==> config.mk <==
export PLATFORM = sky130hd
export DESIGN_NAME = bfc_plane_sum_flat
export DESIGN_NICKNAME = d
export VERILOG_FILES = /design/src/bfc_pkg.sv /design/src/bfc_vis_if.sv /design/src/bfc_plane_sum.sv /design/src/flat_wrapper.sv
export SDC_FILE = /design/constraint.sdc
export NUM_CORES = 1
export LEC_CHECK = 0
export BUFFER_PORTS_ARGS = -buffer_cell sky130_fd_sc_hd__buf_2
export CAP_MARGIN = 20
export CORE_AREA = 10 10 374 376
export DETAILED_ROUTE_END_ITERATION = 10
export DIE_AREA = 0 0 384 386
export SLEW_MARGIN = 20
export SYNTH_ARGS = -nofsm -noshare
export SYNTH_HDL_FRONTEND = slang
export SYNTH_SLANG_ARGS = --single-unit
export TNS_END_PERCENT = 5
==> constraint.sdc <==
create_clock -name i_clk -period 4.55 [get_ports i_clk]
set_clock_uncertainty 0.05 [all_clocks]
set_input_delay 0.6825 -clock i_clk [delete_from_list [all_inputs] [get_ports i_clk]]
set_output_delay 0.6825 -clock i_clk [all_outputs]
set_load 0.1 [all_outputs]
==> src/bfc_pkg.sv <==
// ---------------------------------------------------------------------------
// bfc_pkg
// Shared constants, plane register layout and helpers for the box frustum
// cull pipeline.
// ---------------------------------------------------------------------------
`default_nettype none

package bfc_pkg;

    // plane set and register layout
    localparam int NUM_PLANES      = 6;
    localparam int NUM_AXES        = 3;
    localparam int PLANE_W         = 64;
    localparam int FIELD_W         = 16;
    localparam int FRAC_BITS       = 14;
    localparam int CFG_IDX_W       = 3;
    localparam int COORD_WIDTH_DEF = 16;

    // axis numbering used by the per-plane arrays
    localparam int AXIS_X = 0;
    localparam int AXIS_Y = 1;
    localparam int AXIS_Z = 2;

    // one plane register: a in 15:0, b in 31:16, c in 47:32, d in 63:48
    typedef struct packed {
        logic signed [FIELD_W-1:0] d;
        logic signed [FIELD_W-1:0] c;
        logic signed [FIELD_W-1:0] b;
        logic signed [FIELD_W-1:0] a;
    } t_plane;

    typedef t_plane [NUM_PLANES-1:0] t_plane_set;

    // normal component of a plane along one axis
    function automatic logic signed [FIELD_W-1:0] plane_coef(input t_plane p, input int axis);
        logic signed [FIELD_W-1:0] coef;
        case (axis)
            AXIS_X:  coef = p.a;
            AXIS_Y:  coef = p.b;
            default: coef = p.c;
        endcase
        return coef;
    endfunction

endpackage

`default_nettype wire

==> src/bfc_vis_if.sv <==
// ---------------------------------------------------------------------------
// bfc_vis_if
// Result channel carrying the visibility flag of one box.
// ---------------------------------------------------------------------------
`default_nettype none

interface bfc_vis_if;
    logic valid;
    logic ready;
    logic visible;

    modport source (
        output valid, visible,
        input  ready
    );

    modport sink (
        input  valid, visible,
        output ready
    );
endinterface

`default_nettype wire

==> src/bfc_plane_sum.sv <==
// ---------------------------------------------------------------------------
// bfc_plane_sum
// Stages 3 and 4: sums the three products and the scaled offset per plane,
// keeps the sign as a reject flag, then reduces the six flags into the
// registered visibility result.
// ---------------------------------------------------------------------------
`default_nettype none

module bfc_plane_sum #(
    parameter int CoordWidth = bfc_pkg::COORD_WIDTH_DEF
) (
    input  wire                          i_clk,
    input  wire                          i_rst_n,
    input  wire bfc_pkg::t_plane_set     i_planes,
    input  wire                          i_valid,
    output logic                         o_ready,
    input  wire signed [CoordWidth+bfc_pkg::FIELD_W:0]
                                         i_prod [bfc_pkg::NUM_PLANES][bfc_pkg::NUM_AXES],
    bfc_vis_if.source                    o_vis
);

    localparam int SW = CoordWidth + bfc_pkg::FIELD_W + 3;

    logic                             r_rej_valid;
    logic [bfc_pkg::NUM_PLANES-1:0]   r_reject;
    logic [bfc_pkg::NUM_PLANES-1:0]   n_reject;
    logic signed [SW-1:0]             plane_sum [bfc_pkg::NUM_PLANES];
    logic                             r_out_valid;
    logic                             r_visible;
    logic                             out_ready;

    // ready chain through the two stages
    assign out_ready = !r_out_valid || o_vis.ready;
    assign o_ready   = !r_rej_valid || out_ready;

    // plane value at the farthest corner; negative means the whole box is outside
    always_comb begin
        for (int p = 0; p < bfc_pkg::NUM_PLANES; p++) begin
            plane_sum[p] = SW'(i_prod[p][bfc_pkg::AXIS_X])
                         + SW'(i_prod[p][bfc_pkg::AXIS_Y])
                         + SW'(i_prod[p][bfc_pkg::AXIS_Z])
                         + (SW'(i_planes[p].d) <<< bfc_pkg::FRAC_BITS);
            n_reject[p]  = plane_sum[p][SW-1];
        end
    end

    // reject flag stage
    always_ff @(posedge i_clk) begin
        if (!i_rst_n) begin
            r_rej_valid <= 1'b0;
        end else if (o_ready) begin
            r_rej_valid <= i_valid;
        end
        if (i_valid && o_ready) begin
            r_reject <= n_reject;
        end
    end

    // output register: visible unless some plane rejects
    always_ff @(posedge i_clk) begin
        if (!i_rst_n) begin
            r_out_valid <= 1'b0;
        end else if (out_ready) begin
            r_out_valid <= r_rej_valid;
        end
        if (r_rej_valid && out_ready) begin
            r_visible <= ~|r_reject;
        end
    end

    assign o_vis.valid   = r_out_valid;
    assign o_vis.visible = r_visible;

endmodule

`default_nettype wire

==> src/flat_wrapper.sv <==
// flat-port wrapper written by rule: the top's interface ports become plain ports
module bfc_plane_sum_flat 
#(
    parameter int CoordWidth = bfc_pkg::COORD_WIDTH_DEF
)
  (i_clk, i_rst_n, i_planes, i_valid, o_ready, i_prod, o_vis_valid, o_vis_visible, o_vis_ready);
  bfc_vis_if o_vis_i ();
  input  wire i_clk;
  input  wire i_rst_n;
  input  wire bfc_pkg::t_plane_set i_planes;
  input  wire i_valid;
  output logic o_ready;
  input  wire signed [CoordWidth+bfc_pkg::FIELD_W:0] i_prod[bfc_pkg::NUM_PLANES][bfc_pkg::NUM_AXES];
  output wire logic [$bits(o_vis_i.valid)-1:0] o_vis_valid;
  output wire logic [$bits(o_vis_i.visible)-1:0] o_vis_visible;
  input wire logic [$bits(o_vis_i.ready)-1:0] o_vis_ready;
  assign o_vis_valid = o_vis_i.valid;
  assign o_vis_visible = o_vis_i.visible;
  assign o_vis_i.ready = o_vis_ready;
  bfc_plane_sum #(.CoordWidth(CoordWidth)) u_core (.i_clk(i_clk), .i_rst_n(i_rst_n), .i_planes(i_planes), .i_valid(i_valid), .o_ready(o_ready), .i_prod(i_prod), .o_vis(o_vis_i));
endmodule
# [Word level (Yosys, flattened, before mapping)]
# Index checks and enable logic that the tools add are counted.
[classes] addsub=18 n_reduce_logical=8
[ops] operator="34-bit by 33-bit adder with 35-bit output" n=6
[ops] operator="35-bit by 30-bit adder with 35-bit output" n=6
[ops] operator="33-bit by 33-bit adder with 34-bit output" n=6
[ops] operator="6-bit OR reduction" n=1
[ops] operator="1-bit logical NOT" n=3
[ops] operator="1-bit logical AND" n=2
[ops] operator="1-bit logical OR" n=2
[totals] regBits=9 in_bits=982 word_cells=30

# [Logic depth before layout (Yosys ltp)]
[depth] ltp_word=4 ltp_mapped=11 ltp_nobuf=11

# [Least setup slack after synthesis]
# No wires, ideal clock.
[synth_timing] path_type="input port to flip-flop" start="in i_planes[63] (netlist name)" end="reg u_core.r_reject[0] (netlist name) (data pin)" setup_ns=0.262 t_arrival_ns=3.239 path_slack_ns=0.999 path_stages=11 path_cell_list="inv_1 fa_1 fa_1 inv_1 ha_1 a21o_1 a221o_1 a211oi_1 a21oi_1 a211oi_1 xnor2_1"
[synth_between] elab_chain_len=1
[synth_lines] item="start: declaration" line_no="flat_wrapper.sv:10" text="input wire bfc_pkg::t_plane_set i_planes;"
[synth_lines] item="35-bit by 30-bit adder with 35-bit output" line_no="bfc_plane_sum.sv:42" text="+ (SW'(i_planes[p].d) <<< bfc_pkg::FRAC_BITS);"
[synth_lines] item="named net u_core.n_reject, one bit" line_no="bfc_plane_sum.sv:26" text="logic [bfc_pkg::NUM_PLANES-1:0] n_reject;"
[synth_lines] item="end signal: assignment" line_no="bfc_plane_sum.sv:55" text="r_reject <= n_reject;"
[synth_lines] item="end: declaration" line_no="bfc_plane_sum.sv:25" text="logic [bfc_pkg::NUM_PLANES-1:0] r_reject;"
# The timed path passes the listed nets, and every way through them passes these cells.
# A chain may end at the register's enable or synchronous reset.

# [Worst setup path in the final report]
[layout_timing] start="in i_planes[251] (netlist name)" end="reg u_core.r_reject[3] (netlist name) (data pin)"
# The elaborated chain is that of the path after synthesis.

==> metrics <==
routability congestion estimate 0.9200; Unique masters post-synth 44; Rel. slew slack 0.3987; fin crit share 0.9091; layout cells sized above 1 0.2837; footprint of the multi-input gates around 11,000 um^2; Routed WL 75.43 mm; Slew Limit Fails 0; f_max about 240 MHz; CP arrival 4.01 ns; mux contribution to synthesized area 0; FF+latch count, synth 9; Synth Area in Simple Gates 0.04435; grt total ovfl 0; Synth Instances ~1,800; combinational family with the most area after synthesis adder cells; synthesized area per cell between 8 and 9 um^2; post-synth top area cell fa_1; switch share 0.5249; Async S/R FF share, synth 0; vias in the first global route ~15,000; Total GRT Usage 0.09866; TritonCTS clock tree built; crit start category primary input; die height 386 um; Synth Area in XOR/XNOR 0.006360; post-synthesis compound-gate area fraction 0.07269; Port Buffers 696; Via Count roughly 14,000; initial antenna violation count between 70 and 80; vias per std cell 3.148; Seq/Total Area, Yosys 0.01652; number of fill cells approximately 15,000; Fin. Hold Viols 0; P per Cell Area 168.0 nW/um^2; CTS Root Cell clkbuf_16; sequential power share 0.041; Die ar. around 150,000 um^2; pin count of the biggest net entering global routing 7; total chip power 0.003547 W; Least-Margin Pin Slew 0.8954 ns; CTS Buf Count 3; Post-CTS Hold Fix Bufs 0; Ports 985; Max Buffers Root-to-Sink 2; remaining antenna violation count 0; layout net count 4,097; unrepaired setup endpoints after global routing no; Worst-path clk slew 0.04 ns; Gate power share 0.913; First DRT Iteration DRCs 490; # Max-Cap Violations 0; R2R Setup Slk 3.13 ns; FF/Latch Area 250.2 um^2; htree depth 1; Worst setup EP type flop; Yosys warnings 0; Worst EP required between 4 and 5 ns; VDD IR max 0.00009063 V; # DRC 0; DR WL/cell 17.44 um; Tmin final 4.137 ns; P&R area growth vs syn 39.35%; status finished, final reports clean; clock latency at the later pin of the worst-skew pair about 0.25 ns; first-pass GRT wire length 104.5 mm; predominant post-synthesis flop cell edfxtp_1; main area contributors after synthesis fa_1 (41%), inv_1 (23%), ha_1 (22%); DP HPWL 74.65 mm; Post-synth EDFFs 7; Die X-Extent ~380 um; DRT Pass-1 Iters 4; Setup violations, final 0; Clock Sinks 9; top cell type's share of synthesized area 0.4123; TNS Setup 0 ns; internal power 0.001685 W; Sw Pwr 0.001862 W; Hold WC Path Type flop to flop; cts repair resizes 0; Leakage 12.92 nW; core area ~130,000 um^2; power share of the clock group 0.046; Mapped Area 15,150 um^2; net count after synthesis 3,378; num rows approximately 130; adder-cell share of the synthesized area 0.6304; post-CTS setup buffer count 0; CP max FO 2; crit path kind primary input to flop; Initial Util 0.1142
worst paths after layout:
kind / startpoint / to / depth (start not counted)
setup / recovery: i_planes[251] / u_core.r_reject[3]$_DFFE_PP_ / 13
setup reg to reg: u_core.r_reject[2]$_DFFE_PP_ / u_core.o_vis.visible$_DFFE_PP_ / 2
hold reg to reg: u_core.r_rej_valid$_SDFFE_PN0N_ / u_core.o_vis.valid$_SDFFE_PN0P_ / 1
hold / removal: u_core.r_rej_valid$_SDFFE_PN0N_ / u_core.o_vis.valid$_SDFFE_PN0P_ / 1
flip-flops by register name (all words and copies together) (netlist names):
register	count
u_core.o_vis.valid	1
u_core.o_vis.visible	1
u_core.r_reject	6
u_core.r_rej_valid	1
per-stage QoR:
| stage | std cells | hold WS, ns | worst slack (ns) | cell area [um^2] | utilization |
|---|---|---|---|---|---|
| 2_1_floorplan | 1820 | 0.4268 | 0.9993 | 15150 | - |
| 3_3_place_gp | 4302 | 0.4375 | 0.03333 | 20980 | 0.1582 |
| 3_5_place_dp | 4302 | 0.4722 | 0.007472 | 20980 | 0.1582 |
| 4_1_cts | 4306 | 0.4818 | 0.2443 | 21060 | 0.1588 |
| 5_1_grt | 4306 | 0.4876 | 0.07877 | 21060 | 0.1588 |
| 6_report | 4326 | 0.4725 | 0.4135 | 21110 | 0.1592 |
cell usage in the layout (no fill, tap or decap), types with 18 or more instances in the layout:
master	Yosys	layout
buf_4	0	18
nor2_1	20	20
a21o_1	21	21
buf_2	0	696
a21oi_1	57	57
ha_1	264	264
diode_2	0	20
nand4_1	23	23
o21ai_0	34	34
nand2_1	33	33
fa_1	312	312
inv_1	927	927
cell type report:
| type | instances | share of cell area |
|---|---|---|
| Sequential cell | 9 | 0.01185 |
| Inverter | 927 | 0.1648 |
| Multi-Input combinational cell | 884 | 0.5410 |
| Tap cell | 1768 | 0.1048 |
| Timing Repair Buffer | 714 | 0.1714 |
| Antenna cell | 20 | 0.002371 |
| Clock buffer | 4 | 0.003734 |
cell families after synthesis:
logic type	after synthesis
XOR/XNOR	11
AO/OA/AOI/OAI	169
buffers and inverters	927
adder cells (fa/ha/maj)	576
AND/OR/NAND/NOR	128
flip-flops	9
per-layer routing:
metal / vias up / part of all wire / global-route usage / wire length [um]
met4: 40 / 0.020 / 0.01285 / 1494
met1: 6192 / 0.42 / 0.1259 / 31780
met3: 125 / 0.12 / 0.04180 / 9213
met2: 643 / 0.43 / 0.1576 / 32670
met5: - / 0.0037 / 0 / 279
li1: 6620 / - / - / -
power by group through the flow:
| stage | Sequential, W | Combinational, W | Clock, W |
|---|---|---|---|
| after floorplan | 0.000146 | 0.00195 | 0 |
| after global placement | 0.000148 | 0.00323 | 0 |
| after detailed placement | 0.000149 | 0.00330 | 0 |
| after CTS | 0.000148 | 0.00333 | 0.000174 |
| after global routing | 0.000149 | 0.00379 | 0.000175 |
| final | 0.000144 | 0.00324 | 0.000165 |
worst max-delay path, stage by stage:
cell and delay [ns]:
buf_2 0.08, inv_1 0.04, fa_1 0.49, fa_1 0.61, inv_1 0.07, ha_1 0.30
nand3_1 0.10, nor4_1 0.31, buf_4 0.16, o221ai_1 0.09, a211oi_1 0.25, nor4_1 0.10
xnor2_1 0.71
cell usage after synthesis, types with 3 or more instances:
master     instances
inv_1            927
fa_1             312
ha_1             264
a21oi_1           57
o21ai_0           34
nand2_1           33
nand4_1           23
a21o_1            21
nor2_1            20
a211oi_1          15
nand3_1           11
and4_1             9
edfxtp_1           7
nor3_1             7
xnor2_1            7
and3_1             6
nor2b_1            6
o21a_1             6
a2111oi_0          4
a221o_1            4
o2111ai_1          4
xor2_1             4
a221oi_1           3
a31oi_1            3
and2_1             3
o21bai_1           3
o221ai_1           3
Note: power is estimated with default switching activity, not from simulation.
