==> src/bfc_pkg.sv <==
// ---------------------------------------------------------------------------
// bfc_pkg
// Shared constants, plane register layout and helpers for the box frustum
// cull pipeline.
// ---------------------------------------------------------------------------
`default_nettype none

package bfc_pkg;

    // plane set and register layout
    localparam int NUM_PLANES      = 6;
    localparam int NUM_AXES        = 3;
    localparam int PLANE_W         = 64;
    localparam int FIELD_W         = 16;
    localparam int FRAC_BITS       = 14;
    localparam int CFG_IDX_W       = 3;
    localparam int COORD_WIDTH_DEF = 16;

    // axis numbering used by the per-plane arrays
    localparam int AXIS_X = 0;
    localparam int AXIS_Y = 1;
    localparam int AXIS_Z = 2;

    // one plane register: a in 15:0, b in 31:16, c in 47:32, d in 63:48
    typedef struct packed {
        logic signed [FIELD_W-1:0] d;
        logic signed [FIELD_W-1:0] c;
        logic signed [FIELD_W-1:0] b;
        logic signed [FIELD_W-1:0] a;
    } t_plane;

    typedef t_plane [NUM_PLANES-1:0] t_plane_set;

    // normal component of a plane along one axis
    function automatic logic signed [FIELD_W-1:0] plane_coef(input t_plane p, input int axis);
        logic signed [FIELD_W-1:0] coef;
        case (axis)
            AXIS_X:  coef = p.a;
            AXIS_Y:  coef = p.b;
            default: coef = p.c;
        endcase
        return coef;
    endfunction

endpackage

`default_nettype wire

==> src/bfc_box_if.sv <==
// ---------------------------------------------------------------------------
// bfc_box_if
// Request channel carrying one axis-aligned box: centre and half extents.
// ---------------------------------------------------------------------------
`default_nettype none

interface bfc_box_if #(
    parameter int CoordWidth = bfc_pkg::COORD_WIDTH_DEF
);
    logic                         valid;
    logic                         ready;
    logic signed [CoordWidth-1:0] center_x;
    logic signed [CoordWidth-1:0] center_y;
    logic signed [CoordWidth-1:0] center_z;
    logic        [CoordWidth-2:0] half_x;
    logic        [CoordWidth-2:0] half_y;
    logic        [CoordWidth-2:0] half_z;

    modport source (
        output valid, center_x, center_y, center_z, half_x, half_y, half_z,
        input  ready
    );

    modport sink (
        input  valid, center_x, center_y, center_z, half_x, half_y, half_z,
        output ready
    );
endinterface

`default_nettype wire

==> src/bfc_vertex_sel.sv <==
// ---------------------------------------------------------------------------
// bfc_vertex_sel
// Stage 1: per plane, picks the box corner farthest along the plane normal
// (centre plus or minus half extent by the sign of each normal component).
// ---------------------------------------------------------------------------
`default_nettype none

module bfc_vertex_sel #(
    parameter int CoordWidth = bfc_pkg::COORD_WIDTH_DEF
) (
    input  wire                          i_clk,
    input  wire                          i_rst_n,
    input  wire bfc_pkg::t_plane_set     i_planes,
    bfc_box_if.sink                      i_box,
    input  wire                          i_ready,
    output logic                         o_valid,
    output logic signed [CoordWidth:0]   o_vert [bfc_pkg::NUM_PLANES][bfc_pkg::NUM_AXES]
);

    localparam int VW = CoordWidth + 1;

    logic                  r_valid;
    logic signed [VW-1:0]  r_vert [bfc_pkg::NUM_PLANES][bfc_pkg::NUM_AXES];
    logic signed [VW-1:0]  n_vert [bfc_pkg::NUM_PLANES][bfc_pkg::NUM_AXES];
    logic signed [VW-1:0]  ctr    [bfc_pkg::NUM_AXES];
    logic signed [VW-1:0]  half   [bfc_pkg::NUM_AXES];
    logic                  take;

    // stage can load when empty or when its contents move on
    assign i_box.ready = !r_valid || i_ready;
    assign take        = i_box.valid && i_box.ready;

    // widen centre (signed) and half extent (unsigned) to vertex width
    always_comb begin
        ctr[bfc_pkg::AXIS_X]  = VW'(i_box.center_x);
        ctr[bfc_pkg::AXIS_Y]  = VW'(i_box.center_y);
        ctr[bfc_pkg::AXIS_Z]  = VW'(i_box.center_z);
        half[bfc_pkg::AXIS_X] = $signed({2'b00, i_box.half_x});
        half[bfc_pkg::AXIS_Y] = $signed({2'b00, i_box.half_y});
        half[bfc_pkg::AXIS_Z] = $signed({2'b00, i_box.half_z});
    end

    // farthest corner along the normal: positive component takes the plus side
    always_comb begin
        for (int p = 0; p < bfc_pkg::NUM_PLANES; p++) begin
            for (int k = 0; k < bfc_pkg::NUM_AXES; k++) begin
                if (bfc_pkg::plane_coef(i_planes[p], k) < 0) begin
                    n_vert[p][k] = ctr[k] - half[k];
                end else begin
                    n_vert[p][k] = ctr[k] + half[k];
                end
            end
        end
    end

    // stage register
    always_ff @(posedge i_clk) begin
        if (!i_rst_n) begin
            r_valid <= 1'b0;
        end else if (i_box.ready) begin
            r_valid <= i_box.valid;
        end
        if (take) begin
            r_vert <= n_vert;
        end
    end

    assign o_valid = r_valid;
    assign o_vert  = r_vert;

endmodule

`default_nettype wire

==> src/flat_wrapper.sv <==
// flat-port wrapper written by rule: the top's interface ports become plain ports
module bfc_vertex_sel_flat 
#(
    parameter int CoordWidth = bfc_pkg::COORD_WIDTH_DEF
)
  (i_clk, i_rst_n, i_planes, i_ready, o_valid, o_vert, i_box_valid, i_box_center_x, i_box_center_y, i_box_center_z, i_box_half_x, i_box_half_y, i_box_half_z, i_box_ready);
  bfc_box_if #(.CoordWidth(CoordWidth)) i_box_i ();
  input  wire i_clk;
  input  wire i_rst_n;
  input  wire bfc_pkg::t_plane_set i_planes;
  input  wire i_ready;
  output logic o_valid;
  output logic signed [CoordWidth:0] o_vert[bfc_pkg::NUM_PLANES][bfc_pkg::NUM_AXES];
  input wire logic [$bits(i_box_i.valid)-1:0] i_box_valid;
  input wire logic [$bits(i_box_i.center_x)-1:0] i_box_center_x;
  input wire logic [$bits(i_box_i.center_y)-1:0] i_box_center_y;
  input wire logic [$bits(i_box_i.center_z)-1:0] i_box_center_z;
  input wire logic [$bits(i_box_i.half_x)-1:0] i_box_half_x;
  input wire logic [$bits(i_box_i.half_y)-1:0] i_box_half_y;
  input wire logic [$bits(i_box_i.half_z)-1:0] i_box_half_z;
  output wire logic [$bits(i_box_i.ready)-1:0] i_box_ready;
  assign i_box_i.valid = i_box_valid;
  assign i_box_i.center_x = i_box_center_x;
  assign i_box_i.center_y = i_box_center_y;
  assign i_box_i.center_z = i_box_center_z;
  assign i_box_i.half_x = i_box_half_x;
  assign i_box_i.half_y = i_box_half_y;
  assign i_box_i.half_z = i_box_half_z;
  assign i_box_ready = i_box_i.ready;
  bfc_vertex_sel #(.CoordWidth(CoordWidth)) u_core (.i_clk(i_clk), .i_rst_n(i_rst_n), .i_planes(i_planes), .i_box(i_box_i), .i_ready(i_ready), .o_valid(o_valid), .o_vert(o_vert));
endmodule
==> config.mk <==
export PLATFORM = sky130hd
export DESIGN_NAME = bfc_vertex_sel_flat
export DESIGN_NICKNAME = d
export VERILOG_FILES = /design/src/bfc_pkg.sv /design/src/bfc_box_if.sv /design/src/bfc_vertex_sel.sv /design/src/flat_wrapper.sv
export SDC_FILE = /design/constraint.sdc
export NUM_CORES = 1
export LEC_CHECK = 0
export ABC_CLOCK_PERIOD_IN_PS = 7800
export BUFFER_PORTS_ARGS = -buffer_cell sky130_fd_sc_hd__buf_2
export CAP_MARGIN = 20
export CORE_AREA = 8 8 304 306
export DETAILED_ROUTE_END_ITERATION = 8
export DIE_AREA = 0 0 312 314
export GPL_ROUTABILITY_DRIVEN = 0
export PLACE_DENSITY_LB_ADDON = 0.1
export SLEW_MARGIN = 20
export SYNTH_ARGS = -nofsm -noshare
export SYNTH_HDL_FRONTEND = slang
export SYNTH_SLANG_ARGS = --single-unit
==> constraint.sdc <==
create_clock -name i_clk -period 7.8 [get_ports i_clk]
set_clock_uncertainty 0.05 [all_clocks]
set_input_delay 0.39 -clock i_clk [delete_from_list [all_inputs] [get_ports i_clk]]
set_output_delay 0.39 -clock i_clk [all_outputs]
set_load 0.01 [all_outputs]
Word level (Yosys, flattened, before mapping):

Index checks and enable logic that the tools add are counted.

* output and inout port bits: 308
* register bits after elaboration: 307
* input port bits: 481

* reduce and logical (&&, ||, !) cells: 3
* muxes and demuxes: 18
* add/subtract/negate cells: 6
* order comparisons: 18

Operators with widths (count)
* 17-bit two-way mux: 18
* 16-bit by 1-bit less-than comparator with 1-bit output, second input constant: 18
* 16-bit by 16-bit adder with 17-bit output: 3
* 16-bit by 16-bit subtractor with 17-bit output: 3
* 1-bit logical AND: 1
* 1-bit zero test: 1
* 1-bit logical OR: 1

Logic depth before layout (Yosys ltp):

Gate-level depths: netlist of run 1.

* depth in word-level cells: 3
* gate-level depth with buffers: 11

Least setup slack after synthesis of run 1:

OpenSTA, ideal clock, no wires.

* path kind: input to register
* start point: input port i_ready
* end point: register u_core.r_vert, in the netlist u_core.o_vert[100], enable pin
* arrival: 7.212 ns
* path slack: -0.152 ns
* required time: 7.059 ns
* buffers on the path: 0
* stages on the path: 2
* path through: nand2b_1 and2_1

* longest elaborated chain between the ends: 2

Ends and longest elaborated chain
* start, declared: line flat_wrapper.sv:11 `input wire i_ready;`
* 1-bit logical OR: line bfc_vertex_sel.sv:30 `assign i_box.ready = !r_valid || i_ready;`
* 1-bit logical AND: line bfc_vertex_sel.sv:31 `assign take = i_box.valid && i_box.ready;`
* via u_core.take: line bfc_vertex_sel.sv:27 `logic take;`
* end signal, assigned: line bfc_vertex_sel.sv:64 `r_vert <= n_vert;`
* end, declared: line bfc_vertex_sel.sv:23 `logic signed [VW-1:0] r_vert [bfc_pkg::NUM_PLANES][bfc_pkg::NUM_AXES];`

The timed path passes the listed nets, and every way through them passes these cells.
A chain may end at the register's enable or synchronous reset.

==> results of run 1 <==
[routing by layer]
layer / share of wire / wire [um] / up-vias / track usage
met1: 0.46 / 31000 / 6120 / 0.173
met2: 0.42 / 28300 / 440 / 0.194
met3: 0.11 / 7150 / 62 / 0.0633
met4: 0.015 / 1040 / 6 / 0.0271
met5: 0.00061 / 41 / - / 0
li1: - / - / 5890 / -
[path summary, 6_finish.rpt]
path,to,depth (start not counted)
worst min register to register,u_core.o_valid,2
worst max-delay path,u_core.o_vert[99],10
worst min-delay path,u_core.o_valid,2
worst max register to register,u_core.o_vert[193],3
[through the flow]
step | instance area [um2] | util | hold slack [ps] | setup slack (ps)
finish | 21600 | 0.247 | 54.8 | 4680
global route | 21600 | 0.247 | 28.5 | 4530
CTS | 21600 | 0.247 | 1.27 | 4680
detailed placement | 20400 | 0.233 | 475 | 4080
global placement | 20400 | 0.233 | 457 | 4100
floorplan | 17300 | - | 479 | 3140
[worst max-delay path, cell delays in order]
cell and delay, ps:
buf_2 110, ha_1 220, fa_1 540, nand2b_1 190
a221oi_2 90, o31ai_1 490, a2bb2oi_2 310, nor3_1 120
mux2i_1 590, mux2i_1 270
[layout by cell type, fill, tap and decap left out, types with 3 or more instances in the layout]
cell type / synthesis / routed
nor3_2: 3 / 3
buf_2: 26 / 422
clkinv_1: 1 / 11
clkbuf_1: 29 / 6
xor2_1: 16 / 16
o21bai_1: 11 / 11
nor2b_1: 14 / 14
a31oi_1: 10 / 10
a21o_1: 12 / 12
inv_6: 0 / 5
nor4_1: 7 / 7
o21ai_2: 4 / 4
o21a_1: 6 / 6
clkinv_2: 0 / 5
a221oi_2: 5 / 5
ha_1: 90 / 90
or2_2: 4 / 4
nand2b_1: 14 / 14
xnor2_2: 3 / 3
edfxtp_1: 291 / 291
mux2_2: 6 / 6
o31ai_1: 21 / 21
a211oi_1: 5 / 5
inv_1: 88 / 88
mux2i_1: 244 / 244
a21oi_2: 3 / 3
nand2_1: 45 / 45
fa_1: 6 / 6
clkbuf_16: 0 / 41
o21ai_0: 32 / 32
nor3_1: 30 / 30
inv_2: 7 / 7
nor2_1: 63 / 63
nand4_1: 6 / 6
a21oi_1: 87 / 87
nor3b_1: 4 / 4
xnor2_1: 95 / 95
a211o_1: 3 / 3
nand3_1: 17 / 17
o211ai_2: 4 / 4
[cells by family after synthesis]
family | count (synthesis) | share of synthesized area
adder cells (fa/ha/maj) | 96 | 0.0721
buffers and inverters | 186 | 0.0493
AO/OA/AOI/OAI | 245 | 0.102
multiplexers | 250 | 0.145
AND/OR/NAND/NOR | 222 | 0.0652
flip-flops | 292 | 0.507
XOR/XNOR | 114 | 0.0591
[final cells by class]
| cell class | instances | area [um2] | share of cell area |
|---|---|---|---|
| diodes | 2 | 5.00 | 0.000231 |
| multi-input cells | 927 | 7670 | 0.355 |
| clock buffers | 47 | 1050 | 0.0485 |
| inverters | 96 | 360 | 0.0167 |
| clock inverters | 23 | 174 | 0.00804 |
| repair buffers | 424 | 2150 | 0.0995 |
| well taps | 1165 | 1460 | 0.0674 |
| flip-flops and latches | 292 | 8760 | 0.405 |
[Yosys cell counts, types with 10 or more instances]
cell and number:
o21ai_0 32, xnor2_1 95, nand3_1 17, a21oi_1 87, inv_1 88, o31ai_1 21
nor2b_1 14, nand2_1 45, clkbuf_1 29, a21o_1 12, nor3_1 30, buf_4 20
ha_1 90, o21bai_1 11, mux2i_1 244, nand2b_1 14, a31oi_1 10, edfxtp_1 291
nor2_1 63, xor2_1 16, buf_2 26
[registers in the layout (all words and copies together), names as in the netlist]
name and flops:
u_core.o_valid 1, u_core.o_vert 291
[power breakdown]
part           switching [W]  leakage, nW  total (W)  internal [W]
sequential         0.0000707         2.82    0.00211       0.00204
combinational       0.000919         5.65    0.00141      0.000495
clock               0.000735        0.599    0.00176       0.00103
total                0.00172         9.07    0.00529       0.00356
==> results.md, run 1 <==
- Area share of the largest cell type after synthesis: 0.506
- Rows: ~110
- Final Critical Period: 3120 ps
- Clock Path Buffers: 3
- Drt total wl: approximately 68000 um
- Crit path required time: 7980 ps
- Crit Path Max Fanout: 7
- Post-cts hold buffer count: 0
- CTS tree: done
- Worst path arrival time: 3300 ps
- Starting density of the core: 0.197
- Fmax: ~320 MHz
- Worst hold path type: in -> reg
- Seq/Total Area, Yosys: 0.507
- DRT iter0 DRCs: 709
- Cells after Synth: 1405
- Clock slew at the register clock pins of the worst setup and hold paths: approximately 50 ps
- Later-pin clock latency in the skew report: 530 ps
- Die W: about 310 um
- Maxcap violations: 0
- # fillers: 9397
- Mapped Nets: just under 2k
- Number of flops mapped to enable cells by yosys: about 290
- Hold Fails Final Rpt: 0
- Largest net degree at the start of global routing: 126
- Layout cells sized above 1: 0.300
- Die span in y: 314 um
- Setup TNS: 0 ps
- #FFs+latches synth: 292
- Hold path startpoint: i_rst_n
- Final setup fails: 0
- Crit. Startpoint: i_box_half_x[0]
- Worst-margin pin slew: roughly 1000 ps
- Mapped cell area: 0.0173 mm2
- GRT overflow: 0
- Ys Warns: 0
- Core area: a little under 0.09 mm2
- Hpwl dp: 51400 um
- Via count: 12.5k
- Design Power: between 0.005 and 0.006 W
- Critical path startpoint category: primary input
- First-pass GRT wire length: 95900 um
- RSZ-0062 raised after global routing: false
- Area contributors post-synth: edfxtp_1, mux2i_1, ha_1, xnor2_1, a21oi_1
- Worst IR Drop VDD: 0.119 mV
- Total die area: between 0.09 and 0.1 mm2
- Post-CTS Setup Inserts: 0
- Reg2Reg Launch Point: u_core.o_valid
- Post-synth top area cell: edfxtp_1
- Root Buffer: clkbuf_16
- Post-synth cell types: 86
- Worst R2R Setup Slack: 5530 ps
- Cell Count, Final, Fillers Out: 2976
- First drt pass iteration count: 5
- Crit end category: flip-flop
- H-tree lvl count: 2
- CTS Buf Count: 40
- Main synth FF type: edfxtp_1
- Detail Route Antenna Nets: 0
- CP Class: in -> reg
- Initial antenna violation count: 7
- Async set-reset flop share out of synthesis: 0
- GRT Overall Usage: 0.131
- Clock sinks: 292
- Area grow syn2layout: 25.2%
- Headroom to the max-slew limit: 0.334
- # DRC: 0
- Status: complete, no violations
- Nets@finish: about 2.4k
- Resized Gates After CTS: 0
- DR WL/cell: 22.7 um
- Final period utilization: 0.401
- Port Buffers: around 420
- Synthesized area per cell: 12.3 um2
- Max Slew Vio Count: 0
- Leakage: 9.07 nW
- Via density per instance: 4.21
- Vias in the first global route: roughly 13k
- Number of placed I/O pins: 789
- Cell total after placement: ~2.9k
- Cell Pwr Density: 244 mW/mm2
Note: power is estimated with default switching activity, not from simulation.
==> run 2, diff against run 1 <==
Settings changed: ABC_AREA from default to 1, ABC_CLOCK_PERIOD_IN_PS 7800 to 2710, CORE_AREA 8 8 304 306 to 8 8 300 302, DIE_AREA 0 0 312 314 to 0 0 308 310.
Clock period 7.8 ns to 2.71 ns, I/O delays scaled along.
==> results.md, run 2 <==
- Status: complete, no violations
- Fmax: 410 MHz
- Worst R2R Setup Slack: about 900 ps
- DR WL/cell: 21.2 um
- Die W: 308 um
- Maxcap violations: 0
- H-tree lvl count: 2
- RSZ-0062 raised after global routing: false
- Largest net degree at the start of global routing: 82
- Later-pin clock latency in the skew report: 560 ps
- Final setup fails: 0
- Levels on crit path: 12
- Buffers & Inverters on Critical Path: 2
- Critical path startpoint category: primary input
- Hold Fails Final Rpt: 0
- Drt total wl: 80600 um
- Post-cts hold buffer count: 11
- Max reg flops: 291
- Ys Warns: 0
- FF-to-FF path depth: 2
- Worst-margin pin slew: 950 ps
- CTS tree: done
- Internal power: 0.0101 W
- Crit. Startpoint: i_box_half_x[0]
- Post-synth top area cell: edfxtp_1
- Crit Path Max Fanout: 6
- Mapped Nets: 2757
- Worst IR Drop VDD: 0.362 mV
- Switching pwr: ~0.0052 W
- Initial antenna violation count: 21
- Most frequent cells in the layout: nand2_1, buf_2, nand3_1
- Worst hold path type: in -> reg
- Cell Pwr Density: ~660 mW/mm2
- CP Class: in -> reg
- Number of flops mapped to enable cells by yosys: ~290
- Final period utilization: 0.900
- Core area: 0.0857 mm2
- Detail Route Antenna Nets: 0
- Crit-path max cell delay: 550 ps
- Worst path arrival time: 2690 ps
- Mapped cell area: approximately 0.018 mm2
- Clock sinks: 292
- Commonest non-fill, non-tap cell in the layout: nand2_1
- Port Buffers: 422
- # fillers: around 9.3k
- Nets@finish: between 3k and 4k
- Post-synth top cells: nand2_1, nand3_1, edfxtp_1, inv_1, o21ai_0
- Post-synth cell types: 38
- Cell family with most CP delay: simple AND/OR/NAND/NOR gates
- Sw Ratio: 0.339
- GRT overflow: 0
- Resized Gates After CTS: 0
- Starting density of the core: 0.213
- Crit Reg-Reg Endpoint: u_core.o_vert[197]
- Reg2Reg Launch Point: u_core.o_valid
- CTS Buf Count: 39
- Clock Path Buffers: 3
- Area contributors post-synth: edfxtp_1, nand2_1, nand3_1, ha_1, inv_1
- DRT iter0 DRCs: 1269
- Area grow syn2layout: 26.8%
- # DRC: 0
- Crit end category: flip-flop
- Cells after Synth: 2180
- Via count: approximately 17k
- Rows: 108
- Die span in y: roughly 310 um
- Main synth FF type: edfxtp_1
- Critical-path top delay cell: dlygate4sd3_1
- Root Buffer: clkbuf_16
- Final Core Density: 0.270
- Layout cells sized above 1: 0.219
- Crit path cell chain: dlygate4sd3_1 -> buf_2 -> ha_1 -> fa_1 -> nand2_1 -> nand2_1 -> nand3_1 -> nand2_1 -> nand2_1 -> nand4_1 -> nand3_1 -> nand2_1
- Leakage: 11.1 nW
- Clock slew at the register clock pins of the worst setup and hold paths: 60 ps
- Number of placed I/O pins: between 700 and 800
- Seq/Total Area, Yosys: 0.480
- Area share of the largest cell type after synthesis: 0.479
- GRT Overall Usage: 0.161
- Crit path required time: 2960 ps
- #FFs+latches synth: 292
- First drt pass iteration count: 6
- Post-CTS Setup Inserts: 0
- Synthesized area per cell: 8.37 um2
- Clock Power Share: 0.346
- Most used cell, CP: nand2_1
- Reg power frac: 0.387
- Hpwl dp: 62500 um
- First-pass GRT wire length: 115000 um
- Final Critical Period: between 2000 and 2500 ps
- Cell total after placement: between 3k and 4k
- Headroom to the max-slew limit: 0.366
- Most frequent cell after synthesis: nand2_1
- Cell Count, Final, Fillers Out: about 3.8k
- Setup TNS: 0 ps
- Setup crit end: u_core.o_vert[201]
- Async set-reset flop share out of synthesis: 0
- Logic pwr share: 0.267
- Total die area: 0.0955 mm2
- Via density per instance: 4.45
- WHS: 53.9 ps
- Vias in the first global route: 17.2k
- Max Slew Vio Count: 0
## run 2: cell types whose count changed after synthesis, moves of 16 or more
| cell | change |
|---|---|
| a21oi_1 | -43 |
| inv_1 | +171 |
| mux2i_1 | -226 |
| nand2_1 | +639 |
| nand2_2 | +16 |
| nand3_1 | +329 |
| nand4_1 | +24 |
| nor2_1 | +19 |
| o21ai_0 | +81 |
| o31ai_1 | -21 |
| xnor2_1 | -92 |
## run 2: cells by family (layout without fill, tap and decap cells)
logic type,after synthesis,after routing,synth area share
compound gates,175,175,0.0513
xor+xnor,39,39,0.0212
fa+ha+maj,96,96,0.0683
buf+inv,353,814,0.0810
flops,292,292,0.480
mux,18,18,0.00988
other cells,0,9,0
simple gates,1207,1207,0.288
## run 2: worst min path at each step
stage,start,to,slack [ps],cells after the start
4_1_cts,i_ready,u_core.o_vert[87],10,3
3_3_place_gp,i_rst_n,u_core.o_valid,340,2
3_5_place_dp,i_rst_n,u_core.o_valid,340,2
6_report,i_ready,u_core.o_vert[87],50,3
2_1_floorplan,i_rst_n,u_core.o_valid,230,1
5_1_grt,i_ready,u_core.o_vert[87],30,3
## run 2: through the flow
stage	area, um2	total power (W)	setup WS, ps
floorplan	18300	0.00830	-2890
global placement	21700	0.0101	194
detailed placement	21700	0.0101	202
CTS	23100	0.0156	278
global route	23100	0.0162	123
finish	23100	0.0153	270
## run 2: layout make-up
cell class	instances	area, um2	share of cell area
Clock inverter	30	315	0.0136
Antenna cell	9	22.5	0.000974
Tap cell	1155	1450	0.0625
Timing Repair Buffer	471	2560	0.111
Clock buffer	40	980	0.0424
Inverter	273	1020	0.0443
Multi-Input combinational cell	1535	8010	0.347
Sequential cell	292	8760	0.379
## run 2: routing by layer
| layer | up-vias | part of all wire | track usage |
|---|---|---|---|
| met2 | 699 | 0.43 | 0.249 |
| met5 | - | 0.0017 | 0 |
| met3 | 136 | 0.11 | 0.0660 |
| met4 | 22 | 0.024 | 0.0440 |
| li1 | 8113 | - | - |
| met1 | 7966 | 0.44 | 0.208 |
## run 2: tightest hold or removal path, stage by stage
cell and delay, ps:
buf_2 90, inv_1 100, a21oi_4 150
## run 2: power by group through the flow
stage	Combinational (W)	Clock, W	Sequential [W]
after floorplan	0.00203	0	0.00627
after global placement	0.00409	0	0.00601
after detailed placement	0.00409	0	0.00600
after CTS	0.00413	0.00553	0.00593
after global routing	0.00455	0.00566	0.00597
final	0.00408	0.00530	0.00591
